## src/design/kmqm_pkg.sv

```systemverilog
// Package for the keyed multi-queue manager: action, status and back-end state codes,
// the command record passed from front to back. No dependencies.
package kmqm_pkg;
	typedef enum logic [1:0] {
		ACT_CREATE = 2'd0,
		ACT_ADD    = 2'd1,
		ACT_GET    = 2'd2,
		ACT_DELETE = 2'd3
	} action_t;

	localparam logic [2:0] ST_OK         = 3'd0;
	localparam logic [2:0] ST_NOT_FOUND  = 3'd1;
	localparam logic [2:0] ST_EMPTY      = 3'd2;
	localparam logic [2:0] ST_QUEUE_FULL = 3'd3;
	localparam logic [2:0] ST_TABLE_FULL = 3'd4;

	typedef enum logic [1:0] {
		BK_IDLE,
		BK_READ,
		BK_DONE
	} back_state_t;

	typedef struct packed {
		action_t     action;
		logic [31:0] queue_id;
		logic [31:0] message_in;
	} cmd_t;
endpackage

```

## src/design/kmqm_front.sv

```systemverilog
// Front end: takes command transactions and holds them in a two-entry queue
// for the back end. Depends on kmqm_pkg.
module kmqm_front (
	input  logic          clk,
	input  logic          arst_n,
	input  logic          start,
	input  logic [1:0]    action,
	input  logic [31:0]   queue_id,
	input  logic [31:0]   message_in,
	output logic          busy,
	output logic          cmd_valid,
	output kmqm_pkg::cmd_t cmd,
	input  logic          cmd_pop
);
	import kmqm_pkg::*;

	cmd_t       buf_q [2];
	logic       wr_q, rd_q;
	logic [1:0] cnt_q;
	logic       push;

	assign busy      = cnt_q[1];
	assign push      = start && !busy;
	assign cmd_valid = cnt_q != 2'd0;
	assign cmd       = buf_q[rd_q];

	always_ff @(posedge clk) begin
		if (push) buf_q[wr_q] <= '{action_t'(action), queue_id, message_in};
	end

	always_ff @(posedge clk or negedge arst_n) begin
		if (!arst_n) begin
			wr_q  <= 1'b0;
			rd_q  <= 1'b0;
			cnt_q <= 2'd0;
		end else begin
			if (push) wr_q <= !wr_q;
			if (cmd_pop) rd_q <= !rd_q;
			cnt_q <= cnt_q + {1'b0, push} - {1'b0, cmd_pop};
		end
	end
endmodule

```

## config.mk

```make
export PLATFORM = sky130hd
export DESIGN_NAME = kmqm_front
export DESIGN_NICKNAME = d
export VERILOG_FILES = /design/src/design/kmqm_pkg.sv /design/src/design/kmqm_front.sv
export SDC_FILE = /design/constraint.sdc
export NUM_CORES = 1
export LEC_CHECK = 0
export BUFFER_PORTS_ARGS = -buffer_cell sky130_fd_sc_hd__buf_2
export CELL_PAD_IN_SITES_DETAIL_PLACEMENT = 1
export CELL_PAD_IN_SITES_GLOBAL_PLACEMENT = 1
export CORE_MARGIN = 2
export CORE_UTILIZATION = 47
export DETAILED_ROUTE_END_ITERATION = 10
export PLACE_DENSITY_LB_ADDON = 0.1
export SLEW_MARGIN = 10
export SYNTH_ARGS = -nofsm -noshare
export SYNTH_HDL_FRONTEND = slang
export SYNTH_SLANG_ARGS = --single-unit
```

## constraint.sdc

```tcl
create_clock -name clk -period 8.7 [get_ports clk]
set_clock_uncertainty 0.05 [all_clocks]
set_input_delay 1.305 -clock clk [delete_from_list [all_inputs] [get_ports clk]]
set_output_delay 1.305 -clock clk [all_outputs]
set_load 0.01 [all_outputs]
```

==> results of run 1 <==
-- layout make-up --
class / instances / area share, %
clock buffer: 19 / 6.442
inverter: 2 / 0.1147
clock inverter: 13 / 3.460
tap: 136 / 2.600
multi-input combinational: 77 / 14.53
sequential: 136 / 62.15
timing repair buffer: 139 / 10.71
-- sequential cells by signal, indices dropped and copies added (netlist names) --
| register | count |
|---|---|
| buf_q | 132 |
| cnt_q | 2 |
| rd_q | 1 |
| wr_q | 1 |
-- worst max-delay path, stage by stage (launching register included) --
cell and delay, ns:
dfrtp_4 1.06, mux2_2 0.43, buf_2 0.14
-- worst paths after layout --
kind	from	to	cells after the start
min	cnt_q[0]$_DFF_PN0_	cnt_q[0]$_DFF_PN0_	1
min in group asynchronous	arst_n	cnt_q[1]$_DFF_PN0_	1
min reg2reg	cnt_q[0]$_DFF_PN0_	cnt_q[0]$_DFF_PN0_	1
max reg2reg	cnt_q[1]$_DFF_PN0_	buf_q[1][38]$_DFFE_PP_	3
max in group asynchronous	arst_n	rd_q$_DFFE_PN0P_	1
max	rd_q$_DFFE_PN0P_	cmd[56]	2
-- metal layers --
metal / share of wire (%) / wire length, um / up-vias / global-route usage, %
li1: - / - / 1182 / -
met4: 1.1 / 104 / 0 / 5.495
met3: 6.4 / 588 / 9 / 7.022
met5: 0 / 0 / - / 0
met2: 55 / 4999 / 82 / 30.05
met1: 38 / 3451 / 1228 / 17.49
-- power by group --
part / internal (W) / total (W) / switching, W
sequential: 0.000873 / 0.000978 / 0.000106
combinational: 0.000295 / 0.000541 / 0.000246
clock: 0.000522 / 0.000773 / 0.000251
total: 0.00169 / 0.00229 / 0.000603
-- synth_stat cells --
cell	instances
nor3b_1	1
buf_2	3
ha_1	1
nand2b_1	1
buf_6	3
buf_4	1
xor2_1	1
nor2_1	2
dfrtp_1	4
mux2_4	30
edfxtp_1	132
or2_2	1
mux2_2	36
a21oi_1	1
inv_1	2
xnor2_1	3
-- stage by stage --
stage | utilization [%] | worst slack, ns | std cells | cell area (sq um)
final | 63.12 | 5.050 | 522 | 6545
after global routing | 63.12 | 4.970 | 522 | 6545
after detailed placement | 56.87 | 5.254 | 490 | 5897
after global placement | 56.87 | 5.275 | 490 | 5897
after floorplan | - | 3.962 | 222 | 5064
after CTS | 63.12 | 5.026 | 522 | 6545
-- logic make-up after synthesis --
group | after synthesis
flip-flops | 136
multiplexers | 66
buffers and inverters | 9
AND/OR/NAND/NOR | 5
XOR/XNOR | 4
AO/OA/AOI/OAI | 1
adder cells (fa/ha/maj) | 1
==> results.json, run 1 <==
{
  "maxSlewViolCount": 0,
  "startpoint_type_of_the_worst_setup_path": "register",
  "clock_insertion_delay_worst_skew_ns": 0.51,
  "area_of_combinational_cells_with_multiple_inputs_sq_um": 950.9,
  "flow.area_growth_from_synthesis_pct": 29.26,
  "synth_warnings": 0,
  "grt_remaining_overflow": 0,
  "timing.critical_path.arrival_ns": 2.29,
  "syn-cell-area_sq_um": 5064,
  "cts_buffer_depth": 2,
  "syn-num-nets": 293,
  "syn_inst": 222,
  "clkTransAtPathRegs_ns": 0.06,
  "dp.final_hpwl_um": 5939,
  "route.antenna.remaining_nets": 0,
  "netlist.area_leader.share_pct": 78.28,
  "register_area_sq_um": 4068,
  "cts.sink_count": 136,
  "fill_cells": 948,
  "synth.area.top_cells": "edfxtp_1 (78%), mux2_4 (8.9%), mux2_2 (8.0%), dfrtp_1 (2.0%), buf_6 (0.67%)",
  "cts_tree": "done",
  "top_level_ports": 138,
  "all_layer_gr_usage_pct": 16.69,
  "fp.dieArea_sq_um": 11620,
  "path_class": "reg2out",
  "cts_inserted_buffers": 17,
  "antenna_violations_before_repair": 0,
  "finalWeightedCongestion": 0.6795,
  "final.period_utilization_pct": 41.95,
  "num_vias": 2501,
  "dr_drc_count": 0,
  "synth-compound-area-share_pct": 0.09884,
  "floorplan.core_area_sq_um": 10370,
  "initial_detailed_routing_violation_count": 117,
  "cts_htree_levels": 4,
  "static_leakage_nw": 2.552,
  "initial_utilization_pct": 48.83,
  "first_global_vias": 2733,
  "worstPathRequired_ns": 7.34,
  "ctsResizeCount": 0,
  "die_height_um": 107.8,
  "mostFrequentLayoutCells": "buf_2 (137), edfxtp_1 (132), mux2_2 (36)",
  "wire_length_of_the_first_global_routing_pass_um": 13920,
  "cell_at_the_root_of_the_clock_tree": "clkbuf_8",
  "unrepaired_setup_endpoints_after_global_routing": "false",
  "timing.final.setup_violations": 0,
  "result_of_the_run": "finished, final reports clean",
  "count_of_max_cap_constraint_violations": 0,
  "adder_cell_fraction_of_synth_area_pct": 0.2471,
  "synth.yosys.seq_area_share_pct": 80.26,
  "post_cts_buffers": 0,
  "total_power_w": 0.002292,
  "route.final.wire_length_um": 9144,
  "finish.net_count": 444,
  "drive_gt1_share_pct": 61.66,
  "critPathCaptureType": "output pin",
  "synthDominantAreaCellType": "edfxtp_1",
  "most_common_cell_after_layout_fill_and_taps_aside": "buf_2",
  "power.density_nw_per_um2": 350.2,
  "synth_cell_type_count": 16,
  "timing.hold.worst.class": "reg2reg",
  "synth-seq-cells": 136,
  "io_buffers": 137,
  "vias_per_cell": 4.791,
  "routed_wire_length_per_instance_um": 17.52,
  "irDropWorstVdd_v": 0.0003566,
  "fmax_ghz": 0.2740,
  "ff2ff_setup_slack_ns": 6.18,
  "hold_viol_final": 0,
  "fp-row-count": 37,
  "post_synth_and_or_nand_nor_area_fraction_pct": 0.5436,
  "crit_path_max_fanout": 67,
  "grt_max_degree": 68,
  "synth_xor_xnor_area_share_pct": 0.6919,
  "period_minus_slack_ns": 3.650,
  "drt_pass1_iterations": 4,
  "synth.avg_cell_area_sq_um": 22.81,
  "setup-tns-final_ns": 0,
  "post_synth_mux_area_share_pct": 16.90,
  "worst-slew-pin-transition_ns": 1.114,
  "cts-hold-fix-buffers": 0,
  "hold_ws_ns": 0.4493,
  "insertedDiodeCount": 0,
  "max-slew-margin-rel_pct": 25.75,
  "die_width_um": 107.8,
  "dominant_combinational_cell_family_by_area_after_synthesis": "multiplexers"
}
Note: power is estimated with default switching activity, not from simulation.
==> run 2: changes to the inputs <==
--- a/config.mk
+++ b/config.mk
@@ -9,7 +9,7 @@
 export CELL_PAD_IN_SITES_DETAIL_PLACEMENT = 1
 export CELL_PAD_IN_SITES_GLOBAL_PLACEMENT = 1
 export CORE_MARGIN = 2
-export CORE_UTILIZATION = 47
+export CORE_UTILIZATION = 40
 export DETAILED_ROUTE_END_ITERATION = 10
 export PLACE_DENSITY_LB_ADDON = 0.1
 export SLEW_MARGIN = 10
==> constraint.sdc (replaced) <==
create_clock -name clk -period 3.1 [get_ports clk]
set_clock_uncertainty 0.05 [all_clocks]
set_input_delay 0.465 -clock clk [delete_from_list [all_inputs] [get_ports clk]]
set_output_delay 0.465 -clock clk [all_outputs]
set_load 0.01 [all_outputs]
==> run 2 against run 1 <==
Final cell count rose by 8.0%. Cell area rose by 0.38%. Power rose to 2.7 times the previous value. Wire length rose by 5.2%. Clock-buffer cell count did not move. First-iteration DRC count fell by 6.8%. Sequential power rose to 2.7 times the previous value. Global-route usage fell by 1.7 points. Setup slack got worse by 4.4 ns. Register-to-register slack got worse by 5.1 ns. Die area rose by 17%. Critical path type unchanged. Largest power group unchanged. Highest routed layer is now met5.
==> results.json, run 2 (synthesized netlist as in run 1, its figures left out) <==
{
  "result_of_the_run": "finished, final reports clean",
  "final_core_utilization_pct": 52.71,
  "crit_path_top_delay_cell": "dfrtp_4",
  "cts_inserted_buffers": 17,
  "die_width_um": 116.5,
  "period_minus_slack_ns": 2.437,
  "worst-slew-pin-transition_ns": 0.5359,
  "grt_max_degree": 39,
  "fp-row-count": 41,
  "floorplan.core_area_sq_um": 12470,
  "cts.sink_count": 136,
  "finish.net_count": 450,
  "dr_drc_count": 0,
  "cp_num_cells": 3,
  "die_height_um": 116.5,
  "timing.final.setup_violations": 0,
  "crit_path_max_fanout": 23,
  "reg_top3": "buf_q x132, cnt_q x2",
  "antenna_violations_before_repair": 1,
  "io_buffers": 137,
  "worstSetupStartpoint": "rd_q$_DFFE_PN0P_",
  "mostFrequentLayoutCells": "buf_2 (137), edfxtp_1 (132), mux2_2 (36)",
  "initial_detailed_routing_violation_count": 109,
  "dp.final_hpwl_um": 6442,
  "placement.cell_area_sq_um": 5992,
  "fill_cells": 1168,
  "most_common_cell_after_layout_fill_and_taps_aside": "buf_2",
  "timing.critical_path.arrival_ns": 1.92,
  "ff2ff_setup_slack_ns": 1.11,
  "dpl_worst_slack_ns": 0.9984,
  "final_area_sq_um": 6570,
  "worstPathRequired_ns": 2.58,
  "cts_buffer_depth": 2,
  "first_global_vias": 2730,
  "clkTransAtPathRegs_ns": 0.06,
  "area_of_combinational_cells_with_multiple_inputs_sq_um": 950.9,
  "finalWeightedCongestion": 0.6943,
  "top_level_ports": 138,
  "fmax_ghz": 0.4103,
  "routed_wire_length_per_instance_um": 17.05,
  "post_cts_buffers": 0,
  "max-slew-margin-rel_pct": 64.28,
  "path_cells": "buf_4 -> mux2_2 -> buf_2",
  "ctsResizeCount": 0,
  "critical_path.max_stage_delay_ns": 0.65,
  "insertedDiodeCount": 0,
  "num_vias": 2562,
  "timing.hold.worst.class": "in2reg",
  "all_layer_gr_usage_pct": 15.02,
  "count_of_max_cap_constraint_violations": 0,
  "grt_remaining_overflow": 0,
  "drive_gt1_share_pct": 61.22,
  "hold_viol_final": 0,
  "rr_startpoint": "cnt_q[1]$_DFF_PN0_",
  "initial_utilization_pct": 40.62,
  "setup.worst_path.end": "cmd[65]",
  "reg2reg_depth": 3,
  "drt_pass1_iterations": 4,
  "cts_tree": "done",
  "final.period_utilization_pct": 78.62,
  "fp.dieArea_sq_um": 13570,
  "crit_buf_inv": 2,
  "largest-register": "buf_q",
  "clock_insertion_delay_worst_skew_ns": 0.41,
  "fin_ws_ns": 0.6626,
  "route.antenna.remaining_nets": 0,
  "cts_htree_levels": 4,
  "setup-tns-final_ns": 0,
  "register_area_sq_um": 4068,
  "path_class": "reg2out",
  "cell_at_the_root_of_the_clock_tree": "clkbuf_16",
  "wire_length_of_the_first_global_routing_pass_um": 14350,
  "regToRegEndpoint": "buf_q[1][6]$_DFFE_PP_",
  "route.final.wire_length_um": 9615,
  "largest_register_ff_count": 132,
  "vias_per_cell": 4.543,
  "unrepaired_setup_endpoints_after_global_routing": "false",
  "startpoint_type_of_the_worst_setup_path": "register",
  "maxSlewViolCount": 0,
  "path_delay_family": "flip-flops",
  "flow.area_growth_from_synthesis_pct": 29.75,
  "irDropWorstVdd_v": 0.0005040,
  "total_power_w": 0.006239,
  "critPathCaptureType": "output pin",
  "static_leakage_nw": 2.560,
  "power.density_nw_per_um2": 949.6
}
==> run 2: cell count changes in the layout (fill, tap and decap cells not counted), sizes merged <==
cell         before  now
clkinvlp          2    0
dlygate4sd3       0    1
clkinv            5   10
bufinv            6    3
buf             139  144
==> run 2: metrics by stage <==
stage          cells  hold WS (ns)
6_report         564        0.1892
5_1_grt          564        0.1732
4_1_cts          564        0.1691
3_5_place_dp     531        0.2361
3_3_place_gp     531        0.2365
2_1_floorplan    222        0.1194
==> run 2: how the worst min path moves through the flow <==
| stage | start | to | slack, ns | cells past startpoint |
|---|---|---|---|---|
| 6_report | queue_id[15] | buf_q[1][47]$_DFFE_PP_ | 0.19 | 1 |
| 3_5_place_dp | arst_n | cnt_q[0]$_DFF_PN0_ | 0.24 | 1 |
| 2_1_floorplan | arst_n | cnt_q[0]$_DFF_PN0_ | 0.12 | 0 |
| 5_1_grt | queue_id[8] | buf_q[0][40]$_DFFE_PP_ | 0.17 | 1 |
| 3_3_place_gp | arst_n | cnt_q[0]$_DFF_PN0_ | 0.24 | 1 |
| 4_1_cts | queue_id[15] | buf_q[1][47]$_DFFE_PP_ | 0.17 | 1 |
==> run 2: per-layer routing <==
| layer | up-vias | GRT usage (%) | share of wire [%] |
|---|---|---|---|
| met1 | 1244 | 17.43 | 40 |
| met4 | 2 | 8.571 | 2.3 |
| li1 | 1196 | - | - |
| met3 | 19 | 5.501 | 7.4 |
| met2 | 101 | 24.15 | 50 |
| met5 | - | 0 | 0.14 |
==> run 2: what timing repair did <==
item,in CTS,in global routing
setup endpoints to repair,0,0
endpoints found under the hold margin,4,0
hold buffers,1,0
==> run 2: where the power goes <==
group / switching [W] / internal [W] / total [W]
Clock: 0.000695 / 0.00124 / 0.00194
Combinational: 0.000835 / 0.000854 / 0.00169
Sequential: 0.000163 / 0.00245 / 0.00261
==> run 2: final cells by class <==
| type | instances | share of cell area, % |
|---|---|---|
| inverters | 2 | 0.1143 |
| multi-input cells | 77 | 14.47 |
| flip-flops and latches | 136 | 61.91 |
| repair buffers | 145 | 11.58 |
| clock inverters | 13 | 2.057 |
| well taps | 172 | 3.276 |
| clock buffers | 19 | 6.589 |
==> run 3: changes to the inputs <==
==> constraint.sdc (replaced) <==
create_clock -name clk -period 2.05 [get_ports clk]
set_clock_uncertainty 0.05 [all_clocks]
set_input_delay 0.3075 -clock clk [delete_from_list [all_inputs] [get_ports clk]]
set_output_delay 0.3075 -clock clk [all_outputs]
set_load 0.01 [all_outputs]
==> run 3 against run 2 <==
Die area unchanged. Critical path depth unchanged. Utilization up 0.23 points. Cell area up 0.44%. Final cell count up 0.53%. Largest power group unchanged. Worst hold slack worse by 0.15 ns. Setup slack worse by 0.60 ns. Power up 49%.
==> results.json, run 3 (synthesized netlist as in run 1, its figures left out) <==
{
  "result_of_the_run": "finished, final reports clean",
  "timing.final.setup_violations": 0,
  "hold_ws_ns": 0.03748,
  "finalWeightedCongestion": 0.6927,
  "largest-register": "buf_q",
  "power.switching_w": 0.002526,
  "path_class": "reg2out",
  "mostFrequentLayoutCells": "buf_2 (137), edfxtp_1 (132), mux2_2 (36)",
  "initial_detailed_routing_violation_count": 96,
  "most_common_cell_after_layout_fill_and_taps_aside": "buf_2",
  "crit_path_max_fanout": 21,
  "initial_utilization_pct": 40.62,
  "met3_wl_um": 676,
  "dr_drc_count": 0,
  "power.switching_fraction_pct": 27.18,
  "insertedDiodeCount": 0,
  "critPathCaptureType": "output pin",
  "cell_at_the_root_of_the_clock_tree": "clkbuf_16",
  "routed_wire_length_per_instance_um": 16.30,
  "top_level_ports": 138,
  "dp.final_hpwl_um": 5984,
  "vias_per_cell": 4.540,
  "wl_met1_um": 3723,
  "static_leakage_nw": 2.559,
  "grt_max_degree": 37,
  "floorplan.core_area_sq_um": 12470,
  "cts_tree": "done",
  "hold_viol_final": 0,
  "worst-slew-pin-transition_ns": 0.4363,
  "maxSlewViolCount": 0,
  "final.period_utilization_pct": 97.09,
  "grt_remaining_overflow": 0,
  "fp-row-count": 41,
  "max-slew-margin-rel_pct": 70.92,
  "combPwrFrac_pct": 30.0,
  "num_vias": 2574,
  "fill_cells": 1191,
  "count_of_max_cap_constraint_violations": 0,
  "drive_gt1_share_pct": 60.25,
  "cts.sink_count": 136,
  "cts_buffer_depth": 2,
  "die_height_um": 116.5,
  "route.antenna.remaining_nets": 0,
  "drt_pass1_iterations": 4,
  "all_layer_gr_usage_pct": 14.07,
  "path_cells": "buf_12 -> mux2_2 -> buf_2",
  "route.final.wire_length_um": 9241,
  "io_buffers": 137,
  "power_frac_clock_pct": 28.3,
  "critical_path.max_stage_delay_ns": 0.51,
  "first_global_vias": 2680,
  "cts_inserted_buffers": 17,
  "finish.net_count": 454,
  "timing.critical_path.arrival_ns": 1.63,
  "fmax_ghz": 0.5024,
  "clkTransAtPathRegs_ns": 0.05,
  "route.met2.wl_um": 4635,
  "power.density_nw_per_um2": 1409,
  "irDropWorstVdd_v": 0.0008867,
  "fp.dieArea_sq_um": 13570,
  "flow.area_growth_from_synthesis_pct": 30.32,
  "internal_portion_of_total_power_w": 0.006769,
  "worstPathRequired_ns": 1.69,
  "post-place-cells": 532,
  "period_minus_slack_ns": 1.990,
  "startpoint_type_of_the_worst_setup_path": "register",
  "reg_top3": "buf_q x132, cnt_q x2",
  "wire_length_of_the_first_global_routing_pass_um": 13670,
  "power.share.sequential_pct": 41.7,
  "antenna_violations_before_repair": 0,
  "unrepaired_setup_endpoints_after_global_routing": "true",
  "final_core_utilization_pct": 52.94,
  "clock_insertion_delay_worst_skew_ns": 0.40,
  "highest-signal-layer": "met4",
  "die_width_um": 116.5,
  "timing.hold.worst.class": "in2reg",
  "cts_htree_levels": 4,
  "fin_cells": 567,
  "largest_register_ff_count": 132,
  "crit_path_top_delay_cell": "dfrtp_4"
}
==> run 3: changes by cell type in the layout (fill, tap and decap cells not counted) <==
cell,previous run,this run
clkinv_2,6,1
buf_6,0,1
clkinv_1,4,5
clkbuf_1,2,7
nand2b_1,1,0
buf_12,1,5
nand2b_4,0,1
bufinv_16,3,1
buf_4,6,5
==> run 3: final timing paths <==
kind / slack [ns] / startpoint / endpoint / depth (start not counted)
max: 0.06 / rd_q$_DFFE_PN0P_ / cmd[4] / 3
min: 0.04 / message_in[9] / buf_q[0][9]$_DFFE_PP_ / 1
max reg2reg: 0.48 / cnt_q[1]$_DFF_PN0_ / buf_q[1][26]$_DFFE_PP_ / 3
min reg2reg: 0.48 / cnt_q[0]$_DFF_PN0_ / cnt_q[0]$_DFF_PN0_ / 1
max in group asynchronous: 1.61 / arst_n / rd_q$_DFFE_PN0P_ / 2
min in group asynchronous: 0.20 / arst_n / cnt_q[0]$_DFF_PN0_ / 2
==> run 3: through the flow <==
step | setup TNS (ns) | power [W] | setup slack [ns] | area (sq um)
finish | 0 | 0.009295 | 0.05969 | 6599
global route | -0.01616 | 0.009761 | -0.006726 | 6599
CTS | 0 | 0.009441 | 0.002838 | 6588
detailed placement | 0 | 0.006741 | 0.3611 | 6057
global placement | 0 | 0.006687 | 0.3733 | 6057
floorplan | -3.031 | 0.005674 | -0.03379 | 5086
==> run 3: repair_timing <==
action	4_1_cts	5_1_grt
resized for setup	0	1
endpoints found under the hold margin	4	0
hold buffers	1	0
setup endpoints to repair	58	17
setup buffers	2	1
==> run 3: cell type report <==
type | count | area (sq um) | share of cell area [%]
Clock inverter | 7 | 53.80 | 0.8153
Multi-Input combinational cell | 77 | 958.4 | 14.52
Inverter | 2 | 7.507 | 0.1138
Tap cell | 172 | 215.2 | 3.261
Timing Repair Buffer | 149 | 844.6 | 12.80
Sequential cell | 136 | 4068 | 61.64
Clock buffer | 24 | 451.7 | 6.845
==> run 3: metal layers <==
| layer | global-route usage [%] | vias up |
|---|---|---|
| li1 | - | 1200 |
| met1 | 16.12 | 1273 |
| met2 | 22.44 | 88 |
| met3 | 5.656 | 13 |
| met4 | 8.095 | 0 |
| met5 | 0 | - |
==> run 3: power groups by stage <==
stage                     Combinational (W)  Clock (W)  Sequential, W
after floorplan                     0.00181          0        0.00387
after global placement              0.00275          0        0.00394
after detailed placement            0.00277          0        0.00397
after CTS                           0.00285    0.00271        0.00389
after global routing                0.00302    0.00280        0.00394
final                               0.00279    0.00263        0.00388
==> run 3: worst max-delay path, delay by kind of cell, from the launching register on <==
kind / cells / cell delay, ns
buffers and inverters: 2 / 0.36
flip-flops: 1 / 0.51
multiplexers: 1 / 0.35
